<file path="config.mk">
export PLATFORM = sky130hd
export DESIGN_NAME = sync_header_packet_deframer_flat
export DESIGN_NICKNAME = d
export VERILOG_FILES = /design/src/hw/rtl/shpd_pkg.sv /design/src/hw/rtl/shpd_stream_if.sv /design/src/hw/rtl/sync_header_packet_deframer.sv /design/src/hw/rtl/shpd_ram.sv /design/src/hw/rtl/shpd_front.sv /design/src/hw/rtl/shpd_back.sv /design/src/flat_wrapper.sv
export SDC_FILE = /design/constraint.sdc
export NUM_CORES = 1
export LEC_CHECK = 0
export BUFFER_PORTS_ARGS = -buffer_cell sky130_fd_sc_hd__buf_2
export CORE_AREA = 2 2 88 90
export DETAILED_ROUTE_END_ITERATION = 7
export DIE_AREA = 0 0 90 92
export PLACE_DENSITY = 0.72
export SKIP_LAST_GASP = 1
export SLEW_MARGIN = 20
export SYNTH_ARGS = -nofsm -noshare
export SYNTH_HDL_FRONTEND = slang
export SYNTH_SLANG_ARGS = --single-unit
</file>
<file path="constraint.sdc">
create_clock -name clk_i -period 6.3 [get_ports clk_i]
set_input_delay 0.63 -clock clk_i [delete_from_list [all_inputs] [get_ports clk_i]]
set_output_delay 0.63 -clock clk_i [all_outputs]
set_load 0.02 [all_outputs]
</file>
<file path="src/hw/rtl/shpd_pkg.sv">
package shpd_pkg;

  localparam int unsigned PAYLOAD_MAX_DEF = 32;
  localparam int unsigned SYNC_NEEDED     = 2;
  localparam int unsigned HDR_COUNT       = 5;
  localparam int unsigned HDR_DEST_POS    = 1;
  localparam int unsigned HDR_LEN_POS     = 4;

  localparam logic [7:0] SYNC_BYTE      = 8'hAA;
  localparam logic [7:0] BROADCAST_ADDR = 8'hFF;

  typedef struct packed {
    logic [7:0] packet_id;
    logic [7:0] dest_addr;
    logic [7:0] source_addr;
    logic [7:0] transmitter_addr;
    logic [7:0] payload_length;
    logic [7:0] check_byte;
  } shpd_desc_t;

  typedef struct packed {
    logic [7:0] packet_id;
    logic [7:0] dest_addr;
    logic [7:0] source_addr;
    logic [7:0] transmitter_addr;
    logic [7:0] payload_length;
    logic [7:0] check_byte;
    logic [7:0] data_byte;
    logic [4:0] data_index;
    logic       data_valid;
    logic       truncated;
    logic       last;
  } shpd_result_t;

  function automatic int unsigned ram_aw(input int unsigned depth);
    return (depth > 1) ? $clog2(depth) : 1;
  endfunction

endpackage

</file>
<file path="src/hw/rtl/shpd_stream_if.sv">
interface shpd_stream_if #(
  parameter type T = logic [7:0]
) ();
  logic valid;
  logic ready;
  T     data;

  modport source (output valid, output data, input ready);
  modport sink   (input valid, input data, output ready);
endinterface

</file>
<file path="src/hw/rtl/sync_header_packet_deframer.sv">
// Sync-header packet deframer.
// rx_i: one received link byte per transfer. Two 0xAA bytes open a frame,
//   followed by five header bytes (id, dest, source, transmitter, length),
//   length payload bytes and a checksum byte.
// cfg_i: writes the device id; always ready, write only while idle.
// pkt_o: one result per stored payload byte (or one result for an empty
//   payload) for frames addressed to the device id or to broadcast 0xFF.
// Sync and header bytes are always taken. The front end hands a finished
//   frame to a one-entry descriptor register; the back end reads the payload
//   memory with a registered read: the first result passes the descriptor
//   register, memory read and output register (no read for an empty payload),
//   each further one the memory read, then output register, so pkt_o.valid
//   drops between results of a run. Stored payload bytes of the next frame
//   stall rx_i until the current run has drained, since both share the single
//   payload memory. A matching frame's checksum byte waits on a full descriptor.
// A stall on pkt_o holds the output register and backs up into the
//   descriptor register; header bytes of the next frame are still taken.
// Reset sends the front end to sync hunting and the back end to idle, and
//   clears the device id to 0. The payload memory needs no clearing pass.
module sync_header_packet_deframer #(
  parameter int unsigned PAYLOAD_MAX = shpd_pkg::PAYLOAD_MAX_DEF
) (
  input  logic          clk_i,
  input  logic          rst_ni,
  shpd_stream_if.sink   rx_i,
  shpd_stream_if.sink   cfg_i,
  shpd_stream_if.source pkt_o
);
  import shpd_pkg::*;

  localparam int unsigned AW = ram_aw(PAYLOAD_MAX);

  logic            desc_valid, desc_ready, back_busy;
  shpd_desc_t      desc;
  logic            wr_en, rd_en;
  logic [AW-1:0]   wr_addr, rd_addr;
  logic [7:0]      wr_data, rd_data;

  shpd_front #(.PAYLOAD_MAX(PAYLOAD_MAX)) u_front (
    .clk_i        (clk_i),
    .rst_ni       (rst_ni),
    .rx_i         (rx_i),
    .cfg_i        (cfg_i),
    .back_busy_i  (back_busy),
    .desc_valid_o (desc_valid),
    .desc_o       (desc),
    .desc_ready_i (desc_ready),
    .wr_en_o      (wr_en),
    .wr_addr_o    (wr_addr),
    .wr_data_o    (wr_data)
  );

  shpd_ram #(.WIDTH(8), .DEPTH(PAYLOAD_MAX)) u_ram (
    .clk_i     (clk_i),
    .wr_en_i   (wr_en),
    .wr_addr_i (wr_addr),
    .wr_data_i (wr_data),
    .rd_en_i   (rd_en),
    .rd_addr_i (rd_addr),
    .rd_data_o (rd_data)
  );

  shpd_back #(.PAYLOAD_MAX(PAYLOAD_MAX)) u_back (
    .clk_i        (clk_i),
    .rst_ni       (rst_ni),
    .desc_valid_i (desc_valid),
    .desc_i       (desc),
    .desc_ready_o (desc_ready),
    .busy_o       (back_busy),
    .rd_en_o      (rd_en),
    .rd_addr_o    (rd_addr),
    .rd_data_i    (rd_data),
    .pkt_o        (pkt_o)
  );
endmodule

</file>
<file path="src/hw/rtl/shpd_ram.sv">
module shpd_ram #(
  parameter int unsigned WIDTH = 8,
  parameter int unsigned DEPTH = 32
) (
  input  logic                                   clk_i,
  input  logic                                   wr_en_i,
  input  logic [shpd_pkg::ram_aw(DEPTH)-1:0]     wr_addr_i,
  input  logic [WIDTH-1:0]                       wr_data_i,
  input  logic                                   rd_en_i,
  input  logic [shpd_pkg::ram_aw(DEPTH)-1:0]     rd_addr_i,
  output logic [WIDTH-1:0]                       rd_data_o
);
  logic [WIDTH-1:0] mem_q [DEPTH];

  always_ff @(posedge clk_i) begin
    if (wr_en_i) begin
      mem_q[wr_addr_i] <= wr_data_i;
    end
    if (rd_en_i) begin
      rd_data_o <= mem_q[rd_addr_i];
    end
  end
endmodule

</file>
<file path="src/hw/rtl/shpd_front.sv">
module shpd_front #(
  parameter int unsigned PAYLOAD_MAX = shpd_pkg::PAYLOAD_MAX_DEF
) (
  input  logic                                     clk_i,
  input  logic                                     rst_ni,
  shpd_stream_if.sink                              rx_i,
  shpd_stream_if.sink                              cfg_i,
  input  logic                                     back_busy_i,
  output logic                                     desc_valid_o,
  output shpd_pkg::shpd_desc_t                     desc_o,
  input  logic                                     desc_ready_i,
  output logic                                     wr_en_o,
  output logic [shpd_pkg::ram_aw(PAYLOAD_MAX)-1:0] wr_addr_o,
  output logic [7:0]                               wr_data_o
);
  import shpd_pkg::*;

  localparam int unsigned AW   = ram_aw(PAYLOAD_MAX);
  localparam logic [7:0]  PMAX = 8'(PAYLOAD_MAX);

  logic [1:0]  sync_q;
  logic [2:0]  hdr_pos_q;
  logic [7:0]  hdr_q [HDR_COUNT];
  logic [7:0]  pay_cnt_q;
  logic [7:0]  dev_id_q;
  logic        desc_valid_q;
  shpd_desc_t  desc_q;

  logic in_sync, in_hdr, in_pay, store, dest_match, xfer, busy;

  assign busy       = back_busy_i || desc_valid_q;
  assign in_sync    = sync_q < 2'(SYNC_NEEDED);
  assign in_hdr     = hdr_pos_q < 3'(HDR_COUNT);
  assign in_pay     = pay_cnt_q < hdr_q[HDR_LEN_POS];
  assign store      = pay_cnt_q < PMAX;
  assign dest_match = (hdr_q[HDR_DEST_POS] == BROADCAST_ADDR) ||
                      (hdr_q[HDR_DEST_POS] == dev_id_q);

  always_comb begin
    if (in_sync || in_hdr) begin
      rx_i.ready = 1'b1;
    end else if (in_pay) begin
      rx_i.ready = !(store && busy);
    end else begin
      rx_i.ready = !(dest_match && desc_valid_q);
    end
  end

  assign xfer        = rx_i.valid && rx_i.ready;
  assign cfg_i.ready = 1'b1;

  assign wr_en_o      = xfer && !in_sync && !in_hdr && in_pay && store;
  assign wr_addr_o    = pay_cnt_q[AW-1:0];
  assign wr_data_o    = rx_i.data;
  assign desc_valid_o = desc_valid_q;
  assign desc_o       = desc_q;

  always_ff @(posedge clk_i or negedge rst_ni) begin
    if (!rst_ni) begin
      sync_q       <= '0;
      hdr_pos_q    <= '0;
      pay_cnt_q    <= '0;
      dev_id_q     <= '0;
      desc_valid_q <= 1'b0;
      desc_q       <= '0;
      for (int i = 0; i < HDR_COUNT; i++) begin
        hdr_q[i] <= '0;
      end
    end else begin
      if (cfg_i.valid) begin
        dev_id_q <= cfg_i.data;
      end
      if (desc_valid_q && desc_ready_i) begin
        desc_valid_q <= 1'b0;
      end
      if (xfer) begin
        if (in_sync) begin
          if (rx_i.data == SYNC_BYTE) begin
            sync_q <= sync_q + 2'd1;
          end
        end else if (in_hdr) begin
          hdr_q[hdr_pos_q] <= rx_i.data;
          hdr_pos_q        <= hdr_pos_q + 3'd1;
        end else if (in_pay) begin
          pay_cnt_q <= pay_cnt_q + 8'd1;
        end else begin
          // checksum: close the frame, hand matching packets to the back end
          sync_q    <= '0;
          hdr_pos_q <= '0;
          pay_cnt_q <= '0;
          if (dest_match) begin
            desc_valid_q            <= 1'b1;
            desc_q.packet_id        <= hdr_q[0];
            desc_q.dest_addr        <= hdr_q[1];
            desc_q.source_addr      <= hdr_q[2];
            desc_q.transmitter_addr <= hdr_q[3];
            desc_q.payload_length   <= hdr_q[HDR_LEN_POS];
            desc_q.check_byte       <= rx_i.data;
          end
        end
      end
    end
  end
endmodule

</file>
<file path="src/hw/rtl/shpd_back.sv">
module shpd_back #(
  parameter int unsigned PAYLOAD_MAX = shpd_pkg::PAYLOAD_MAX_DEF
) (
  input  logic                                     clk_i,
  input  logic                                     rst_ni,
  input  logic                                     desc_valid_i,
  input  shpd_pkg::shpd_desc_t                     desc_i,
  output logic                                     desc_ready_o,
  output logic                                     busy_o,
  output logic                                     rd_en_o,
  output logic [shpd_pkg::ram_aw(PAYLOAD_MAX)-1:0] rd_addr_o,
  input  logic [7:0]                               rd_data_i,
  shpd_stream_if.source                            pkt_o
);
  import shpd_pkg::*;

  localparam int unsigned AW   = ram_aw(PAYLOAD_MAX);
  localparam logic [7:0]  PMAX = 8'(PAYLOAD_MAX);

  typedef enum logic [1:0] {
    IDLE,
    FETCH,
    SEND
  } state_e;

  state_e       state_q;
  shpd_desc_t   cur_q;
  logic [7:0]   idx_q;
  shpd_result_t res_q;

  logic [7:0] idx_nxt, new_stored, cur_stored;
  logic       new_trunc, cur_trunc;

  assign new_trunc  = desc_i.payload_length > PMAX;
  assign new_stored = new_trunc ? PMAX : desc_i.payload_length;
  assign cur_trunc  = cur_q.payload_length > PMAX;
  assign cur_stored = cur_trunc ? PMAX : cur_q.payload_length;
  assign idx_nxt    = idx_q + 8'd1;

  assign desc_ready_o = (state_q == IDLE);
  assign busy_o       = (state_q != IDLE);
  assign pkt_o.valid  = (state_q == SEND);
  assign pkt_o.data   = res_q;

  always_comb begin
    rd_en_o   = 1'b0;
    rd_addr_o = '0;
    case (state_q)
      IDLE: begin
        rd_en_o = desc_valid_i && (new_stored != 8'd0);
      end
      SEND: begin
        rd_en_o   = pkt_o.ready && !res_q.last;
        rd_addr_o = idx_nxt[AW-1:0];
      end
      default: begin
        rd_en_o = 1'b0;
      end
    endcase
  end

  always_ff @(posedge clk_i or negedge rst_ni) begin
    if (!rst_ni) begin
      state_q <= IDLE;
      cur_q   <= '0;
      idx_q   <= '0;
      res_q   <= '0;
    end else begin
      case (state_q)
        IDLE: begin
          if (desc_valid_i) begin
            cur_q <= desc_i;
            idx_q <= '0;
            if (new_stored == 8'd0) begin
              res_q.packet_id        <= desc_i.packet_id;
              res_q.dest_addr        <= desc_i.dest_addr;
              res_q.source_addr      <= desc_i.source_addr;
              res_q.transmitter_addr <= desc_i.transmitter_addr;
              res_q.payload_length   <= desc_i.payload_length;
              res_q.check_byte       <= desc_i.check_byte;
              res_q.data_byte        <= '0;
              res_q.data_index       <= '0;
              res_q.data_valid       <= 1'b0;
              res_q.truncated        <= new_trunc;
              res_q.last             <= 1'b1;
              state_q                <= SEND;
            end else begin
              state_q <= FETCH;
            end
          end
        end
        FETCH: begin
          res_q.packet_id        <= cur_q.packet_id;
          res_q.dest_addr        <= cur_q.dest_addr;
          res_q.source_addr      <= cur_q.source_addr;
          res_q.transmitter_addr <= cur_q.transmitter_addr;
          res_q.payload_length   <= cur_q.payload_length;
          res_q.check_byte       <= cur_q.check_byte;
          res_q.data_byte        <= rd_data_i;
          res_q.data_index       <= idx_q[4:0];
          res_q.data_valid       <= 1'b1;
          res_q.truncated        <= cur_trunc;
          res_q.last             <= (idx_nxt == cur_stored);
          state_q                <= SEND;
        end
        SEND: begin
          if (pkt_o.ready) begin
            if (res_q.last) begin
              state_q <= IDLE;
            end else begin
              idx_q   <= idx_nxt;
              state_q <= FETCH;
            end
          end
        end
        default: begin
          state_q <= IDLE;
        end
      endcase
    end
  end
endmodule

</file>
<file path="src/flat_wrapper.sv">
// flat-port wrapper written by rule: the top's interface ports become plain ports
module sync_header_packet_deframer_flat import shpd_pkg::*;
#(
  parameter int unsigned PAYLOAD_MAX = shpd_pkg::PAYLOAD_MAX_DEF
)
  (clk_i, rst_ni, rx_i_valid, rx_i_data, rx_i_ready, cfg_i_valid, cfg_i_data, cfg_i_ready, pkt_o_valid, pkt_o_data, pkt_o_ready);
  shpd_stream_if rx_i_i ();
  shpd_stream_if cfg_i_i ();
  shpd_stream_if pkt_o_i ();
  input  logic clk_i;
  input  logic rst_ni;
  input wire logic [$bits(rx_i_i.valid)-1:0] rx_i_valid;
  input wire logic [$bits(rx_i_i.data)-1:0] rx_i_data;
  output wire logic [$bits(rx_i_i.ready)-1:0] rx_i_ready;
  input wire logic [$bits(cfg_i_i.valid)-1:0] cfg_i_valid;
  input wire logic [$bits(cfg_i_i.data)-1:0] cfg_i_data;
  output wire logic [$bits(cfg_i_i.ready)-1:0] cfg_i_ready;
  output wire logic [$bits(pkt_o_i.valid)-1:0] pkt_o_valid;
  output wire logic [$bits(pkt_o_i.data)-1:0] pkt_o_data;
  input wire logic [$bits(pkt_o_i.ready)-1:0] pkt_o_ready;
  assign rx_i_i.valid = rx_i_valid;
  assign rx_i_i.data = rx_i_data;
  assign rx_i_ready = rx_i_i.ready;
  assign cfg_i_i.valid = cfg_i_valid;
  assign cfg_i_i.data = cfg_i_data;
  assign cfg_i_ready = cfg_i_i.ready;
  assign pkt_o_valid = pkt_o_i.valid;
  assign pkt_o_data = pkt_o_i.data;
  assign pkt_o_i.ready = pkt_o_ready;
  sync_header_packet_deframer #(.PAYLOAD_MAX(PAYLOAD_MAX)) u_core (.clk_i(clk_i), .rst_ni(rst_ni), .rx_i(rx_i_i), .cfg_i(cfg_i_i), .pkt_o(pkt_o_i));
endmodule
</file>
==> results of run 1 <==
-- final timing paths --
check / to / slack, ps
worst max-delay path: rx_i_ready / 2990
worst min-delay path: u_core.u_back.state_q[1] / 450
worst max register to register: u_core.u_front.pay_cnt_q[5] / 3740
worst min register to register: u_core.u_front.sync_q[0] / 500
max in group asynchronous: u_core.u_front.hdr_q[25] / 5250
min in group asynchronous: u_core.u_back.state_q[0] / 480
-- sequential cells by signal (all words and copies together) (netlist names) --
name	cells
u_core.u_back.state_q	2
u_core.u_front.pay_cnt_q	8
u_core.u_front.desc_valid_o	1
u_core.u_back.pkt_o.data	8
u_core.u_back.idx_q	8
u_core.u_back.cur_q	8
u_core.u_front.desc_o	8
u_core.u_front.hdr_pos_q	3
u_core.u_front.sync_q	2
u_core.u_front.hdr_q	16
u_core.u_front.dev_id_q	8
-- where the power goes --
part | leakage, nW | switching, W | internal, W
Sequential | 0.937 | 0.0000979 | 0.000554
Clock | 0.0929 | 0.000190 | 0.000187
Combinational | 0.908 | 0.000166 | 0.000170
Total | 1.94 | 0.000454 | 0.000910
-- worst max-delay path, stage by stage, from the launching register on --
cell and delay [ps]:
dfrtp_1 370, inv_1 50, ha_1 300, a211oi_1 220, o21ai_1 110, a211oi_2 570, nor3_1 180, o211ai_1 290
buf_2 220
-- cell usage in the layout, fill, tap and decap left out, types with 4 or more instances in the layout --
master / netlist / layout
and3_1: 7 / 7
nand3_1: 8 / 8
nor2b_1: 4 / 4
o21ai_0: 17 / 17
ha_1: 10 / 10
a22o_1: 8 / 8
dfrtp_1: 72 / 72
mux2_2: 40 / 40
clkbuf_8: 0 / 9
a31oi_1: 10 / 10
nand2b_1: 6 / 6
nand2_1: 22 / 22
nor2_1: 14 / 14
inv_1: 12 / 12
buf_2: 2 / 30
xor2_1: 13 / 13
o31ai_1: 4 / 4
a21oi_1: 11 / 11
-- layout make-up --
| class | count | area (um2) | share of cell area |
|---|---|---|---|
| multi-input cells | 226 | 1700 | 0.422 |
| repair buffers | 31 | 158 | 0.0390 |
| clock buffers | 9 | 124 | 0.0307 |
| well taps | 102 | 128 | 0.0316 |
| clock inverters | 7 | 78.8 | 0.0195 |
| flip-flops and latches | 72 | 1800 | 0.446 |
| inverters | 12 | 45.0 | 0.0112 |
-- metrics by stage --
stage / total power (W) / instances
after global routing: 0.00146 / 459
after global placement: 0.000977 / 443
final: 0.00136 / 459
after floorplan: 0.000905 / 317
after CTS: 0.00138 / 459
after detailed placement: 0.000997 / 443
-- cells by family after synthesis --
logic type	count (synthesis)
compound gates	68
fa+ha+maj	10
simple gates	89
other cells	1
xor+xnor	16
flops	72
buf+inv	19
mux	42
-- synth_stat cells (all sizes together), types with 4 or more instances --
cell and instances:
a31oi 10, dfrtp 72, xor2 13, o31ai 4, and3 7, nand2 23
inv 12, nor3 6, buf 4, nor2 14, nor2b 4, ha 10
nand2b 6, o21ai 18, a21oi 11, a22o 8, mux2 40, nand3 8
-- metal layers --
metal	routed length, um	track usage
met3	330	0.0534
met2	3300	0.289
met1	3070	0.230
met5	0	0
met4	159	0.0833
==> qor.yml, run 1 <==
min_path:
  hold-path-cell-count: 2
  min-delay-start: "pkt_o_ready"
  hold_path.class: "in -> reg"
power_and_ir_drop:
  p_leak_nw: 1.94
  powerDensity_nw_per_um2: 338
  irDropWorstVdd_mv: 0.264
synthesis:
  synth_area_leaders: "dfrtp_1 (50%), mux2_2 (13%), ha_1 (3.5%)"
  synth_top_cell_by_area: "dfrtp_1"
  netlist.area_leader.share: 0.502
  synth_flop_cell: "dfrtp_1"
  synthAdderAreaFrac: 0.0349
  synth.area.mux_share: 0.131
  synth-simple-area-share: 0.143
  synth_xor_area_frac: 0.0391
  synth_area_um2: 3590
  synth_top_family_by_area: "simple AND/OR/NAND/NOR gates"
  ys_seq_area_frac: 0.502
  ys_types: 51
  synth-warning-count: 0
  synthArstFlopShare: 1.00
  ys_seq_elements: 72
  synth_fp_nets: 348
  syn_avg_cell_area_um2: 11.3
  synth_compound_area_frac: 0.126
  synthCells: 317
  synth-edff-count: 0
detailed_routing:
  drt-initial-drc-count: 125
  drt-total-wl_um: 6860
  dr_total_vias: 2536
  drc: 0
  vias_per_cell: 5.53
  drtPass1Iterations: 4
  ant_nets: 0
  wl_per_cell_um: 14.9
critical_path:
  reg2reg_from: "u_core.u_front.hdr_q[2]"
  critical_path_required_ps: 5670
  path_class: "reg -> out"
  worstSetupEndpointType: "primary output"
  critPathLaunchType: "flip-flop"
  ff2ff_path_depth: 8
  critPathMaxFanout: 11
  crit_start: "u_core.u_front.hdr_q[2]"
  crit_arrival_ps: 2680
clock_tree:
  root_buffer: "clkbuf_8"
  cts_tree: "done"
  clk-insertion-delay-late_ps: 360
  cts_made_buffers: 9
  cts.sinks: 72
  cts_max_level: 3
  clkTransAtPathRegs_ps: 90
  cts-resized-gates: 0
  clk_path_buf_depth: 2
  post_cts_buffers: 0
  cts_hold_buf: 0
sta:
  clock_skew_ps: 11.1
  finalSetupViolations: 0
  rsz0062_at_grt: "false"
  slew_headroom: 0.402
  fin_crit_ps: 3310
  hold_violations: 0
  hold_ws_ps: 452
  setup_ws_ps: 2990
  fmax_mhz: 302
  setup_tns_ps: 0
  tightest_slew_ps: 897
  min_period_over_period: 0.526
  drv_slew: 0
cells_and_area:
  nets: 383
  fin_area_um2: 4040
  nFillCells: 659
  drive_gt1_frac: 0.269
  diodes: 0
  area_growth_pct: 12.6
  utilization: 0.542
die:
  fp.dieH_um: 92
  core_area_um2: 7450
  die_area_um2: 8280
  rows: 32
  die_width_um: 90
  ios: 32
  start_util: 0.482
global_routing:
  overflow: 0
  grt_pass1_vias: 2524
  grt_use_total: 0.182
  grt_pass1_wl_um: 11900
  grt_max_degree: 73
  antenna_found_initial: 0
place:
  placed_cell_area_um2: 3830
  dp_hpwl_um: 4960
  io_buffers: 30
  gp_congestion: 0.823
  pre_cts_slack_ps: 3370
run:
  cap_violations: 0
outcome:
  status: "complete, no violations"
Power figures use the tool's default switching activity.
==> run 2, diff against run 1 <==
==> constraint.sdc (replaced) <==
create_clock -name clk_i -period 3.4 [get_ports clk_i]
set_input_delay 0.34 -clock clk_i [delete_from_list [all_inputs] [get_ports clk_i]]
set_output_delay 0.34 -clock clk_i [all_outputs]
set_load 0.02 [all_outputs]
==> run 2 against run 1 <==
Effect of this change: die area unchanged; sequential power increased by 86%; global-route usage decreased by 0.40 points; cell count increased by 0.22%; setup slack got worse by 2600 ps; worst hold slack got worse by 350 ps; utilization increased by 0.12 points; sequential share of layout area decreased by 0.097 points; non-clock buffer count increased by 1; critical endpoint unchanged; largest power group unchanged.
==> qor.yml, run 2 (same netlist as run 1, synthesis figures left out) <==
power_and_ir_drop:
  p_leak_nw: 1.95
  irDropWorstVdd_mv: 0.482
  switchingPower_w: 0.000843
  switching_share: 0.333
  power.share.clock: 0.273
  seqPwrFrac: 0.479
  p_int_w: 0.00169
  powerDensity_nw_per_um2: 625
  pwr-share-comb: 0.248
outcome:
  status: "complete, no violations"
clock_tree:
  cts_tree: "done"
  cts.sinks: 72
  clk-insertion-delay-late_ps: 350
  cts_hold_buf: 0
  post_cts_buffers: 0
  cts-resized-gates: 0
  clk_path_buf_depth: 2
  cts_max_level: 3
  cts_made_buffers: 9
  root_buffer: "clkbuf_8"
  clkTransAtPathRegs_ps: 80
cells_and_area:
  area_growth_pct: 12.8
  nFillCells: 650
  largest-register: "u_core.u_front.hdr_q"
  final_cell_mix: "dfrtp_1 (72), mux2_2 (40), buf_2 (30), nand2_1 (22), o21ai_0 (17)"
  drive_gt1_frac: 0.271
  final_common_cell: "dfrtp_1"
  diodes: 0
  largest_reg_flops: 16
  utilization: 0.543
  nets: 384
global_routing:
  grt_pass1_wl_um: 11700
  grt_use_total: 0.178
  overflow: 0
  grt_max_degree: 39
  grt_pass1_vias: 2437
  antenna_found_initial: 0
critical_path:
  crit_arrival_ps: 2710
  critical_path_required_ps: 3060
  reg2reg_slack_ps: 810
  cpMaxStageDelayCell: "a211oi_2"
  crit_buf_inv: 1
  critPathMaxFanout: 11
  critPathLaunchType: "flip-flop"
  path_cells: "ha_1 > a211oi_1 > o21ai_1 > a211oi_2 > nor3_1 > o211ai_1 > buf_2"
  path_class: "reg -> out"
  worstSetupEndpointType: "primary output"
  critical-path-top-delay-family: "compound AO/OA/AOI/OAI gates"
  slowest_delay_ps: 610
die:
  fp.dieH_um: 92
  die_area_um2: 8280
  rows: 32
  core_area_um2: 7450
  ios: 32
  die_width_um: 90
  start_util: 0.482
detailed_routing:
  drtPass1Iterations: 4
  dr_total_vias: 2539
  drc: 0
  wl_per_cell_um: 14.9
  ant_nets: 0
  vias_per_cell: 5.52
  drt-total-wl_um: 6860
  drt-initial-drc-count: 163
sta:
  hold_violations: 0
  min_period_over_period: 0.896
  setup_tns_ps: 0
  drv_slew: 0
  tightest_slew_ps: 877
  finalSetupViolations: 0
  fmax_mhz: 328
  clock_skew_ps: 11.7
  rsz0062_at_grt: "false"
  fin_crit_ps: 3050
  slew_headroom: 0.413
place:
  gp_congestion: 0.823
  io_buffers: 30
  dp_hpwl_um: 5030
min_path:
  hold_path.class: "in -> async"
run:
  cap_violations: 0
-- run 2: changes by cell type in the layout (fill, tap and decap cells not counted), sizes merged --
cell,delta
inv,-1
buf,+1
clkinvlp,-1
clkinv,+2
-- run 2: per-layer routing --
| layer | vias to the layer above | share of wire | global-route usage |
|---|---|---|---|
| li1 | 1231 | - | - |
| met1 | 1230 | 0.46 | 0.230 |
| met2 | 62 | 0.47 | 0.284 |
| met3 | 16 | 0.044 | 0.0419 |
| met4 | 0 | 0.026 | 0.0821 |
| met5 | - | 0 | 0 |
-- run 2: area by class of cell --
| type | count | area (um2) | area share |
|---|---|---|---|
| Tap cell | 102 | 128 | 0.0315 |
| Clock inverter | 7 | 80.1 | 0.0198 |
| Clock buffer | 9 | 124 | 0.0306 |
| Multi-Input combinational cell | 226 | 1700 | 0.421 |
| Timing Repair Buffer | 32 | 165 | 0.0408 |
| Inverter | 12 | 45.0 | 0.0111 |
| Sequential cell | 72 | 1800 | 0.445 |
-- run 2: power by group through the flow --
stage | Clock, W | Combinational (W) | Sequential, W
finish | 0.000690 | 0.000628 | 0.00121
CTS | 0.000708 | 0.000634 | 0.00121
global route | 0.000756 | 0.000719 | 0.00124
global placement | 0 | 0.000601 | 0.00121
floorplan | 0 | 0.000508 | 0.00117
detailed placement | 0 | 0.000628 | 0.00123
-- run 2: final timing paths --
path | to | startpoint | depth (start not counted)
setup / recovery | rx_i_ready | u_core.u_front.pay_cnt_q[2] | 7
hold / removal | u_core.u_back.pkt_o.data[3] | rst_ni | 1
setup reg to reg | u_core.u_front.pay_cnt_q[5] | u_core.u_front.pay_cnt_q[2] | 7
hold reg to reg | u_core.u_back.pkt_o.data[6] | u_core.u_back.pkt_o.data[6] | 1
max in group asynchronous | u_core.u_front.desc_o[15] | rst_ni | 2
min in group clk_i | u_core.u_back.state_q[1] | pkt_o_ready | 2
-- run 2: through the flow --
step | cells | total power [W] | hold WS, ps | instance area, um2 | setup slack [ps]
2_1_floorplan | 317 | 0.00168 | 44.4 | 3590 | 1140
3_3_place_gp | 444 | 0.00182 | 463 | 3840 | 863
3_5_place_dp | 444 | 0.00185 | 477 | 3840 | 796
4_1_cts | 460 | 0.00255 | 110 | 4050 | 388
5_1_grt | 460 | 0.00271 | 173 | 4050 | 119
6_report | 460 | 0.00253 | 104 | 4050 | 354
==> run 3, diff against run 2 <==
--- a/config.mk
+++ b/config.mk
@@ -6,10 +6,13 @@
 export NUM_CORES = 1
 export LEC_CHECK = 0
 export BUFFER_PORTS_ARGS = -buffer_cell sky130_fd_sc_hd__buf_2
-export CORE_AREA = 2 2 88 90
+export CELL_PAD_IN_SITES_DETAIL_PLACEMENT = 0
+export CELL_PAD_IN_SITES_GLOBAL_PLACEMENT = 1
+export CORE_AREA = 2 2 91 93
 export DETAILED_ROUTE_END_ITERATION = 7
-export DIE_AREA = 0 0 90 92
-export PLACE_DENSITY = 0.72
+export DIE_AREA = 0 0 93 95
+export GPL_TIMING_DRIVEN = 0
+export PLACE_DENSITY = 0.81
 export SKIP_LAST_GASP = 1
 export SLEW_MARGIN = 20
 export SYNTH_ARGS = -nofsm -noshare
==> run 3 against run 2 <==
Effect of this change: combinational power increased by 2%; routed wire length is 4.1% higher; largest power group unchanged; largest cell class unchanged; via count is 0.51% higher; worst hold slack improved by 98 ps; flip-flop and latch count is the same; highest routed layer unchanged; setup slack gained 220 ps; die area grew 6.7%.
==> qor.yml, run 3 (same netlist as run 1, synthesis figures left out) <==
sta:
  hold_violations: 0
  fin_crit_ps: 2830
  setup_tns_ps: 0
  min_period_over_period: 0.832
  finalSetupViolations: 0
  tightest_slew_ps: 923
  slew_headroom: 0.383
  rsz0062_at_grt: "false"
  clock_skew_ps: 9.69
  drv_slew: 0
  fmax_mhz: 353
global_routing:
  grt_use_total: 0.173
  grt_pass1_vias: 2480
  overflow: 0
  grt_pass1_wl_um: 12000
  antenna_found_initial: 0
  grt_max_degree: 59
cells_and_area:
  final_common_cell: "dfrtp_1"
  largest-register: "u_core.u_front.hdr_q"
  largest_reg_flops: 16
  final_cell_mix: "dfrtp_1 (72), mux2_2 (40), buf_2 (30), nand2_1 (22), o21ai_0 (17)"
  drive_gt1_frac: 0.272
  final-instance-count-excl-fill: 469
  nFillCells: 747
  nets: 390
  fin_area_um2: 4080
  diodes: 0
  area_growth_pct: 13.8
clock_tree:
  post_cts_buffers: 0
  cts.sinks: 72
  cts-resized-gates: 0
  clk_path_buf_depth: 2
  clkTransAtPathRegs_ps: 80
  cts_max_level: 3
  cts_tree: "done"
  cts_made_buffers: 9
  cts_hold_buf: 1
  clk-insertion-delay-late_ps: 340
  root_buffer: "clkbuf_8"
die:
  die_width_um: 93
  fp.dieH_um: 95
  rows: 33
  core_area_um2: 7930
  ios: 32
  die_area_um2: 8840
  start_util: 0.452
critical_path:
  critical_path_required_ps: 3060
  critPathLaunchType: "flip-flop"
  path_class: "reg -> out"
  worstSetupEndpointType: "primary output"
  critPathMaxFanout: 10
  crit_arrival_ps: 2490
place:
  placed_cells: 452
  placed_cell_area_um2: 3890
  gp_congestion: 0.789
  dp_hpwl_um: 5210
  io_buffers: 29
detailed_routing:
  ant_nets: 0
  vias_per_cell: 5.44
  drc: 0
  drt-initial-drc-count: 85
  drt-total-wl_um: 7140
  drtPass1Iterations: 4
  dr_total_vias: 2552
  wl_per_cell_um: 15.2
power_and_ir_drop:
  p_leak_nw: 1.96
  irDropWorstVdd_mv: 0.395
  powerDensity_nw_per_um2: 606
run:
  cap_violations: 0
outcome:
  status: "complete, no violations"
min_path:
  hold_path.class: "in -> reg"
## run 3: cell type report
type                            instances  area [um2]  share of cell area
Sequential cell                        72        1800               0.441
Multi-Input combinational cell        226        1700               0.417
Timing Repair Buffer                   31         185              0.0454
Tap cell                              105         131              0.0322
Clock buffer                            9         124              0.0303
Clock inverter                          7        55.1              0.0135
Inverter                               12        45.0              0.0110
Buffer                                  7        36.3             0.00889
## run 3: through the flow
step / util / hold slack [ps] / setup slack (ps) / power [W]
6_report: 0.515 / 201 / 571 / 0.00247
5_1_grt: 0.515 / 204 / 356 / 0.00266
4_1_cts: 0.515 / 188 / 555 / 0.00250
3_5_place_dp: 0.491 / 220 / 940 / 0.00187
3_3_place_gp: 0.487 / 468 / 960 / 0.00184
2_1_floorplan: - / 44.4 / 1140 / 0.00168
## run 3: final timing paths
path	slack (ps)	cells past startpoint	startpoint	endpoint
worst min-delay path	200	2	pkt_o_ready	u_core.u_back.state_q[1]
worst min register to register	500	1	u_core.u_back.pkt_o.data[6]	u_core.u_back.pkt_o.data[6]
worst max-delay path	570	8	u_core.u_front.pay_cnt_q[2]	rx_i_ready
min in group asynchronous	400	2	rst_ni	u_core.u_back.idx_q[2]
max in group asynchronous	2460	3	rst_ni	u_core.u_front.hdr_pos_q[2]
worst max register to register	1060	8	u_core.u_front.pay_cnt_q[2]	u_core.u_front.pay_cnt_q[7]
## run 3: critical path, stage by stage, from the launching register on
cell and delay [ps]:
dfrtp_1 430, ha_1 310, a211oi_1 230, o21ai_1 110, a211oi_2 240, buf_4 200
nor3_1 90, o211ai_1 300, buf_2 230
## run 3: layer usage
layer,global-route usage,share of wire,vias up
li1,-,-,1244
met1,0.224,0.46,1252
met2,0.296,0.49,46
met3,0.0279,0.032,10
met4,0.0588,0.014,0
met5,0,0,-
## run 3: report_power, final
group,internal (W),switching (W),total [W],leakage (nW)
Sequential,0.00103,0.000187,0.00121,0.937
Clock,0.000272,0.000347,0.000619,0.0866
Combinational,0.000326,0.000316,0.000642,0.938
Total,0.00162,0.000850,0.00247,1.96
